`src/sv/meu_pkg.sv`:
```
// ----------------------------------------------------------------------------
// meu_pkg
// Shared types and constants of the monomial exponent unit: operation codes,
// port widths and the control word that travels down the lane cell chain.
// ----------------------------------------------------------------------------
package meu_pkg;

   // fixed port widths
   localparam int WORD_W = 64;
   localparam int FUNC_W = 2;
   localparam int SEL_W  = 3;

   // default geometry of the packed exponent word
   localparam int VARS_DEF     = 8;
   localparam int EXP_BITS_DEF = 8;

   // operation codes
   typedef enum logic [FUNC_W-1:0] {
      FUNC_COMPARE  = 2'd0,
      FUNC_MULTIPLY = 2'd1,
      FUNC_SUBST    = 2'd2
   } func_type;

   // control word handed from cell to cell
   typedef struct packed {
      logic              valid;    // word present in this stage
      func_type          func;     // operation of the word
      logic              sel_ok;   // substitute lane not yet reached
      logic [SEL_W-1:0]  sel_cnt;  // cells left until the substitute lane
      logic              decided;  // lane scan found a first difference
      logic              scan_lt;  // outcome of that first difference
      logic              ovf;      // some lane saturated so far
   } ctl_type;

endpackage

```
`src/sv/monomial_exponent_unit.sv`:
```
// ----------------------------------------------------------------------------
// monomial_exponent_unit
// Graded order compare, multiply and variable substitution on packed
// exponent vectors, built as a chain of one cell per lane.
// ----------------------------------------------------------------------------
// Each word walks through a chain of VARS lane cells, one lane per cell, and
// then an output register where the order decision is resolved. The chain
// advances as a whole whenever the output register is free or being read, so
// one word is accepted every cycle while rsp_ready stays high; a stalled output
// holds the whole chain. Lanes beyond bit 63 read as zero and their result
// bits are dropped.
module monomial_exponent_unit #(
   parameter int VARS     = meu_pkg::VARS_DEF,
   parameter int EXP_BITS = meu_pkg::EXP_BITS_DEF
) (
   input  logic                         clock,
   input  logic                         reset,
   input  logic                         req_valid,
   output logic                         req_ready,
   input  logic [meu_pkg::FUNC_W-1:0]   req_func,
   input  logic [meu_pkg::WORD_W-1:0]   req_left_exponents,
   input  logic [meu_pkg::WORD_W-1:0]   req_right_exponents,
   input  logic [meu_pkg::SEL_W-1:0]    req_var_index,
   output logic                         rsp_valid,
   input  logic                         rsp_ready,
   output logic                         rsp_less_than,
   output logic [meu_pkg::WORD_W-1:0]   rsp_result_exponents,
   output logic                         rsp_overflow
);
   import meu_pkg::*;

   localparam int RES_W = VARS * EXP_BITS;
   localparam int PAD_W = (RES_W > WORD_W) ? RES_W : WORD_W;
   localparam int DEG_W = $clog2(VARS * ((1 << EXP_BITS) - 1) + 1);
   localparam int CNT_W = $clog2(VARS + 1);

   logic                advance;
   logic [PAD_W-1:0]    left_pad, right_pad, res_pad;
   logic [EXP_BITS-1:0] p_sel;
   logic                sel_ok;
   ctl_type             ctl_head;

   ctl_type             ctl_c   [VARS+1];
   logic [RES_W-1:0]    left_c  [VARS+1];
   logic [RES_W-1:0]    right_c [VARS+1];
   logic [RES_W-1:0]    res_c   [VARS+1];
   logic [EXP_BITS-1:0] p_c     [VARS+1];
   logic [DEG_W-1:0]    deg_l_c [VARS+1];
   logic [DEG_W-1:0]    deg_r_c [VARS+1];
   logic [CNT_W-1:0]    nz_l_c  [VARS+1];
   logic [CNT_W-1:0]    nz_r_c  [VARS+1];

   logic                order_lt;
   logic                rsp_valid_ff;
   logic                rsp_less_than_ff, rsp_less_than_in;
   logic [WORD_W-1:0]   rsp_result_ff;
   logic                rsp_overflow_ff;

   // the chain moves when the output register can take a word
   assign advance   = !rsp_valid_ff || rsp_ready;
   assign req_ready = advance;

   // operands widened or trimmed to the lane grid
   assign left_pad  = PAD_W'(req_left_exponents);
   assign right_pad = PAD_W'(req_right_exponents);
   assign sel_ok    = int'(req_var_index) < VARS;

   // exponent of the substituted variable
   always_comb begin
      p_sel = '0;
      for (int i = 0; i < VARS; i++) begin
         if (i == int'(req_var_index)) p_sel = left_pad[i*EXP_BITS +: EXP_BITS];
      end
   end

   // head of the chain
   always_comb begin
      ctl_head         = '0;
      ctl_head.valid   = req_valid;
      ctl_head.func    = func_type'(req_func);
      ctl_head.sel_ok  = sel_ok;
      ctl_head.sel_cnt = req_var_index;
   end
   assign ctl_c[0]   = ctl_head;
   assign left_c[0]  = left_pad[RES_W-1:0];
   assign right_c[0] = right_pad[RES_W-1:0];
   assign res_c[0]   = '0;
   assign p_c[0]     = sel_ok ? p_sel : '0;
   assign deg_l_c[0] = '0;
   assign deg_r_c[0] = '0;
   assign nz_l_c[0]  = '0;
   assign nz_r_c[0]  = '0;

   // one cell per lane
   for (genvar g = 0; g < VARS; g++) begin : g_cell
      meu_lane_cell #(
         .VARS     (VARS),
         .EXP_BITS (EXP_BITS)
      ) u_cell (
         .clock     (clock),
         .reset     (reset),
         .advance   (advance),
         .ctl_in    (ctl_c[g]),
         .left_in   (left_c[g]),
         .right_in  (right_c[g]),
         .res_in    (res_c[g]),
         .p_in      (p_c[g]),
         .deg_l_in  (deg_l_c[g]),
         .deg_r_in  (deg_r_c[g]),
         .nz_l_in   (nz_l_c[g]),
         .nz_r_in   (nz_r_c[g]),
         .ctl_out   (ctl_c[g+1]),
         .left_out  (left_c[g+1]),
         .right_out (right_c[g+1]),
         .res_out   (res_c[g+1]),
         .p_out     (p_c[g+1]),
         .deg_l_out (deg_l_c[g+1]),
         .deg_r_out (deg_r_c[g+1]),
         .nz_l_out  (nz_l_c[g+1]),
         .nz_r_out  (nz_r_c[g+1])
      );
   end

   // degree first, then nonzero count, then the lane scan
   always_comb begin
      priority if (deg_l_c[VARS] != deg_r_c[VARS]) order_lt = deg_l_c[VARS] < deg_r_c[VARS];
      else if (nz_l_c[VARS] != nz_r_c[VARS])       order_lt = nz_l_c[VARS] < nz_r_c[VARS];
      else order_lt = ctl_c[VARS].decided && ctl_c[VARS].scan_lt;
      rsp_less_than_in = (ctl_c[VARS].func == FUNC_COMPARE) && order_lt;
   end

   assign res_pad = PAD_W'(res_c[VARS]);

   // output register
   always_ff @(posedge clock) begin
      if (reset) begin
         rsp_valid_ff <= 1'b0;
      end else if (advance) begin
         rsp_valid_ff <= ctl_c[VARS].valid;
      end
   end

   always_ff @(posedge clock) begin
      if (advance) begin
         rsp_less_than_ff <= rsp_less_than_in;
         rsp_result_ff    <= res_pad[WORD_W-1:0];
         rsp_overflow_ff  <= ctl_c[VARS].ovf;
      end
   end

   assign rsp_valid            = rsp_valid_ff;
   assign rsp_less_than        = rsp_less_than_ff;
   assign rsp_result_exponents = rsp_result_ff;
   assign rsp_overflow         = rsp_overflow_ff;

endmodule

```
`src/sv/meu_lane_cell.sv`:
```
// ----------------------------------------------------------------------------
// meu_lane_cell
// One lane of the chain: takes the lowest lane of the shifted operands,
// adds it to the degree and nonzero counts, updates the first-difference
// scan, forms the saturated product or substitute lane and passes all of it
// to the next cell through registers.
// ----------------------------------------------------------------------------
module meu_lane_cell #(
   parameter int VARS     = meu_pkg::VARS_DEF,
   parameter int EXP_BITS = meu_pkg::EXP_BITS_DEF
) (
   input  logic                                          clock,
   input  logic                                          reset,
   input  logic                                          advance,
   input  meu_pkg::ctl_type                              ctl_in,
   input  logic [VARS*EXP_BITS-1:0]                      left_in,
   input  logic [VARS*EXP_BITS-1:0]                      right_in,
   input  logic [VARS*EXP_BITS-1:0]                      res_in,
   input  logic [EXP_BITS-1:0]                           p_in,
   input  logic [$clog2(VARS*((1<<EXP_BITS)-1)+1)-1:0]   deg_l_in,
   input  logic [$clog2(VARS*((1<<EXP_BITS)-1)+1)-1:0]   deg_r_in,
   input  logic [$clog2(VARS+1)-1:0]                     nz_l_in,
   input  logic [$clog2(VARS+1)-1:0]                     nz_r_in,
   output meu_pkg::ctl_type                              ctl_out,
   output logic [VARS*EXP_BITS-1:0]                      left_out,
   output logic [VARS*EXP_BITS-1:0]                      right_out,
   output logic [VARS*EXP_BITS-1:0]                      res_out,
   output logic [EXP_BITS-1:0]                           p_out,
   output logic [$clog2(VARS*((1<<EXP_BITS)-1)+1)-1:0]   deg_l_out,
   output logic [$clog2(VARS*((1<<EXP_BITS)-1)+1)-1:0]   deg_r_out,
   output logic [$clog2(VARS+1)-1:0]                     nz_l_out,
   output logic [$clog2(VARS+1)-1:0]                     nz_r_out
);
   import meu_pkg::*;

   localparam int RES_W = VARS * EXP_BITS;
   localparam int DEG_W = $clog2(VARS * ((1 << EXP_BITS) - 1) + 1);
   localparam int CNT_W = $clog2(VARS + 1);
   localparam int SUM_W = 2 * EXP_BITS + 1;
   localparam logic [SUM_W-1:0] LANE_MAX = SUM_W'((1 << EXP_BITS) - 1);

   logic [EXP_BITS-1:0] x, y;
   logic                hit;
   logic [SUM_W-1:0]    sum;
   logic                sat;
   logic [EXP_BITS-1:0] lane;

   ctl_type             ctl_in_n, ctl_ff;
   logic [RES_W-1:0]    left_ff, right_ff, res_ff;
   logic [RES_W-1:0]    res_nxt;
   logic [EXP_BITS-1:0] p_ff;
   logic [DEG_W-1:0]    deg_l_ff, deg_r_ff, deg_l_nxt, deg_r_nxt;
   logic [CNT_W-1:0]    nz_l_ff, nz_r_ff, nz_l_nxt, nz_r_nxt;

   // current lane sits at the bottom of the shifted operands
   assign x   = left_in[EXP_BITS-1:0];
   assign y   = right_in[EXP_BITS-1:0];
   assign hit = ctl_in.sel_ok && (ctl_in.sel_cnt == '0);

   // lane arithmetic with saturation
   always_comb begin
      unique case (ctl_in.func)
         FUNC_MULTIPLY: sum = SUM_W'(x) + SUM_W'(y);
         FUNC_SUBST:    sum = (hit ? '0 : SUM_W'(x)) + SUM_W'(p_in) * SUM_W'(y);
         default:       sum = '0;
      endcase
      sat  = sum > LANE_MAX;
      lane = sat ? LANE_MAX[EXP_BITS-1:0] : sum[EXP_BITS-1:0];
   end

   // degree, nonzero counts and first-difference scan
   always_comb begin
      deg_l_nxt = deg_l_in + DEG_W'(x);
      deg_r_nxt = deg_r_in + DEG_W'(y);
      nz_l_nxt  = nz_l_in + CNT_W'(x != '0);
      nz_r_nxt  = nz_r_in + CNT_W'(y != '0);
      res_nxt   = (res_in >> EXP_BITS) | (RES_W'(lane) << (RES_W - EXP_BITS));

      ctl_in_n         = ctl_in;
      ctl_in_n.sel_ok  = ctl_in.sel_ok && !hit;
      ctl_in_n.sel_cnt = ctl_in.sel_cnt - 1'b1;
      ctl_in_n.ovf     = ctl_in.ovf || sat;
      if (!ctl_in.decided && (x != y)) begin
         ctl_in_n.decided = 1'b1;
         // a zero lane against a nonzero one puts the zero side later
         priority if (x == '0) ctl_in_n.scan_lt = 1'b0;
         else if (y == '0)     ctl_in_n.scan_lt = 1'b1;
         else                  ctl_in_n.scan_lt = x < y;
      end
   end

   // control register
   always_ff @(posedge clock) begin
      if (reset) begin
         ctl_ff <= '0;
      end else if (advance) begin
         ctl_ff <= ctl_in_n;
      end
   end

   // payload registers
   always_ff @(posedge clock) begin
      if (advance) begin
         left_ff  <= left_in >> EXP_BITS;
         right_ff <= right_in >> EXP_BITS;
         res_ff   <= res_nxt;
         p_ff     <= p_in;
         deg_l_ff <= deg_l_nxt;
         deg_r_ff <= deg_r_nxt;
         nz_l_ff  <= nz_l_nxt;
         nz_r_ff  <= nz_r_nxt;
      end
   end

   assign ctl_out   = ctl_ff;
   assign left_out  = left_ff;
   assign right_out = right_ff;
   assign res_out   = res_ff;
   assign p_out     = p_ff;
   assign deg_l_out = deg_l_ff;
   assign deg_r_out = deg_r_ff;
   assign nz_l_out  = nz_l_ff;
   assign nz_r_out  = nz_r_ff;

endmodule

```
`config.mk`:
```
export PLATFORM = sky130hd
export DESIGN_NAME = monomial_exponent_unit
export DESIGN_NICKNAME = d
export VERILOG_FILES = /design/src/sv/meu_pkg.sv /design/src/sv/monomial_exponent_unit.sv /design/src/sv/meu_lane_cell.sv
export SDC_FILE = /design/constraint.sdc
export NUM_CORES = 2
export LEC_CHECK = 0
export BUFFER_PORTS_ARGS = -buffer_cell sky130_fd_sc_hd__buf_2
export CAP_MARGIN = 0
export CORE_AREA = 4 4 516 518
export DETAILED_ROUTE_END_ITERATION = 6
export DIE_AREA = 0 0 520 522
export GPL_TIMING_DRIVEN = 1
export SETUP_SLACK_MARGIN = 0.02
export SYNTH_ARGS = -nofsm -noshare
export SYNTH_HDL_FRONTEND = slang
export SYNTH_HIERARCHICAL = 1
export SYNTH_SLANG_ARGS = --single-unit
export TNS_END_PERCENT = 50
```
`constraint.sdc`:
```
create_clock -name clock -period 79.2 [get_ports clock]
set_input_delay 15.84 -clock clock [delete_from_list [all_inputs] [get_ports clock]]
set_output_delay 15.84 -clock clock [all_outputs]
set_load 0.1 [all_outputs]
```
==> impl_metrics.toml <==
[clock_network]
clockBufferDepth = 3
clk_pin_slew_ns = 0.06
cts_setup_buffers = 0
clk_latency_ns = 0.79
root_buffer = "clkbuf_16"
ctsHtreeMaxLevel = 4
numCtsBuffers = 133
cts_tree = "yes"
cts-hold-fix-buffers = 0
cts_sinks = 1175
ctsResizeCount = 0

[run_status]
status = "finished clean"

[global_routing]
grt_max_degree = 203
track_usage_pct = 11.9
grt_pass1_wl_um = 254000
first_global_vias = 43793
grt-ovfl-total = 0
antenna_found_initial = 35

[sta]
hold_ws_ns = 0.401
setup-violations-final = 0
hold_viol = 0
slew_violations = 0
max_freq_mhz = 30.6
fin_skew_ns = 0.0326
worstMarginPinSlew_ns = 1.18
relSlewSlack_pct = 21.4
min_period_over_period_pct = 41.2
rsz0062_at_grt = "no"
tns_ns = 0
timing.final.crit_period_ns = 32.67

[floorplan]
die_area_mm2 = 0.271
die_w_um = 520
die_h_um = 522
core_mm2 = 0.262
start_util_pct = 26.6
rows = 188
io_pins = 205

[min_path]
hold_depth = 0
min-delay-start = "g_cell[4].u_cell/right_out[19]"
hold_path.class = "reg -> reg"
holdPathEnd = "g_cell[5].u_cell/right_out[11]"

[setup_path]
worst_setup_path_start_kind = "input port"
path_max_fanout = 4
worstPathArrival_ns = 16.83
r2r_end = "g_cell[6].u_cell/res_out[63]"
ff2ff_setup_slack_ns = 73.01
r2r_cells = 16
path_class = "in -> out"
required_ns = 63.36
reg2reg_from = "g_cell[5].u_cell/right_out[6]"
end_kind = "primary output"

[synth]
yosysWarnings = 6
synth_area_per_cell_um2 = 12.3
synth.cell_area_mm2 = 0.0697
postSynthCellCount = 5666

[placed_design]
io_buffers = 204
post-dp-hpwl_um = 123000
gp_congestion = 0.850

[drt]
wirelength_um = 163000
drt-initial-drc-count = 2788
avgViaCountPerCell = 4.48
route.detailed.drc = 0
vias = 42897
wl_per_cell_um = 17.0
dr.pass1.iters = 5
ant_nets = 0

[layout]
drive_gt1_share_pct = 8.39
nets = 7116
area_growth_pct = 14.0

[power_and_ir_drop]
peakVddDrop_uv = 26.7
leakagePower_nw = 34.0
power_density_mw_per_mm2 = 33.8

[flow_run]
cap_violations = 0
==> worst max path at each step <==
| stage | start | endpoint | depth (start not counted) |
|---|---|---|---|
| 2_1_floorplan | rsp_ready | req_ready | 1 |
| 3_3_place_gp | rsp_ready | req_ready | 3 |
| 3_5_place_dp | rsp_ready | req_ready | 3 |
| 4_1_cts | rsp_ready | req_ready | 3 |
| 5_1_grt | rsp_ready | req_ready | 3 |
| 6_report | rsp_ready | req_ready | 3 |
==> through the flow <==
stage | setup WS [ns] | instances | util (%) | instance area (µm²) | total power (W)
detailed placement | 46.52 | 9329 | 28.6 | 74900 | 0.00206
CTS | 46.52 | 9570 | 30.3 | 79400 | 0.00271
global placement | 46.52 | 9329 | 28.6 | 74900 | 0.00204
floorplan | 20.59 | 5716 | - | 69800 | 0.00181
finish | 46.53 | 9579 | 30.4 | 79400 | 0.00268
global route | 46.52 | 9571 | 30.3 | 79400 | 0.00291
==> report_power, final <==
part	internal, W	leakage [nW]	switching (W)
clock	0.000367	2.17	0.000260
sequential	0.000786	12.8	0.0000607
combinational	0.000514	19.0	0.000695
==> sequential cells by signal (all words and copies together) (netlist names), 56 cells and up <==
| register | cells |
|---|---|
| rsp_result_exponents | 64 |
| g_cell.u_cell/right_out | 224 |
| g_cell.u_cell/deg_l_out | 88 |
| g_cell.u_cell/ctl_out | 76 |
| g_cell.u_cell/left_out | 224 |
| g_cell.u_cell/p_out | 56 |
| g_cell.u_cell/deg_r_out | 88 |
| g_cell.u_cell/res_out | 288 |
==> layout make-up <==
class | instances | area [µm²]
Antenna cell | 9 | 22.5
Timing Repair Buffer | 221 | 1190
Sequential cell | 1175 | 34500
Clock inverter | 79 | 905
Fill cell | 26464 | 182000
Multi-Input combinational cell | 3777 | 32400
Inverter | 641 | 2410
Tap cell | 3515 | 4400
Clock buffer | 162 | 3590
==> layer usage <==
metal	share of wire [%]	vias up	global-route usage, %	routed length (µm)
met2	46	1081	19.5	75400
met3	5.6	330	2.43	9130
met4	3.4	4	4.18	5570
met1	45	21054	15.7	73200
met5	0.019	-	0	31
li1	-	20428	-	-
==> cell usage in the layout, fill, tap and decap left out, types with 15 or more instances in the layout <==
cell type	n
and2_1	338
a21o_1	56
a21boi_0	24
o21ai_1	62
a21oi_1	192
o211ai_1	49
o21a_1	34
o21ai_0	147
nand2_1	501
clkinv_1	22
edfxtp_1	1098
clkbuf_16	136
a41oi_1	16
nand3_1	75
ha_1	654
xor2_1	69
o21bai_1	16
nor3_1	42
mux2i_1	58
a211oi_1	81
nor2_1	246
fa_1	376
clkbuf_1	17
nand2b_1	60
conb_1	52
a311oi_1	16
nor4_1	40
buf_2	203
dfxtp_1	77
nand4_1	26
buf_4	15
inv_1	640
nor2b_1	86
xnor2_1	166
a22oi_1	19
==> critical path: stages <==
cell and delay [ns]:
buf_2 0.09, nand2b_4 0.30, buf_2 0.54
Note: power is estimated with default switching activity, not from simulation.
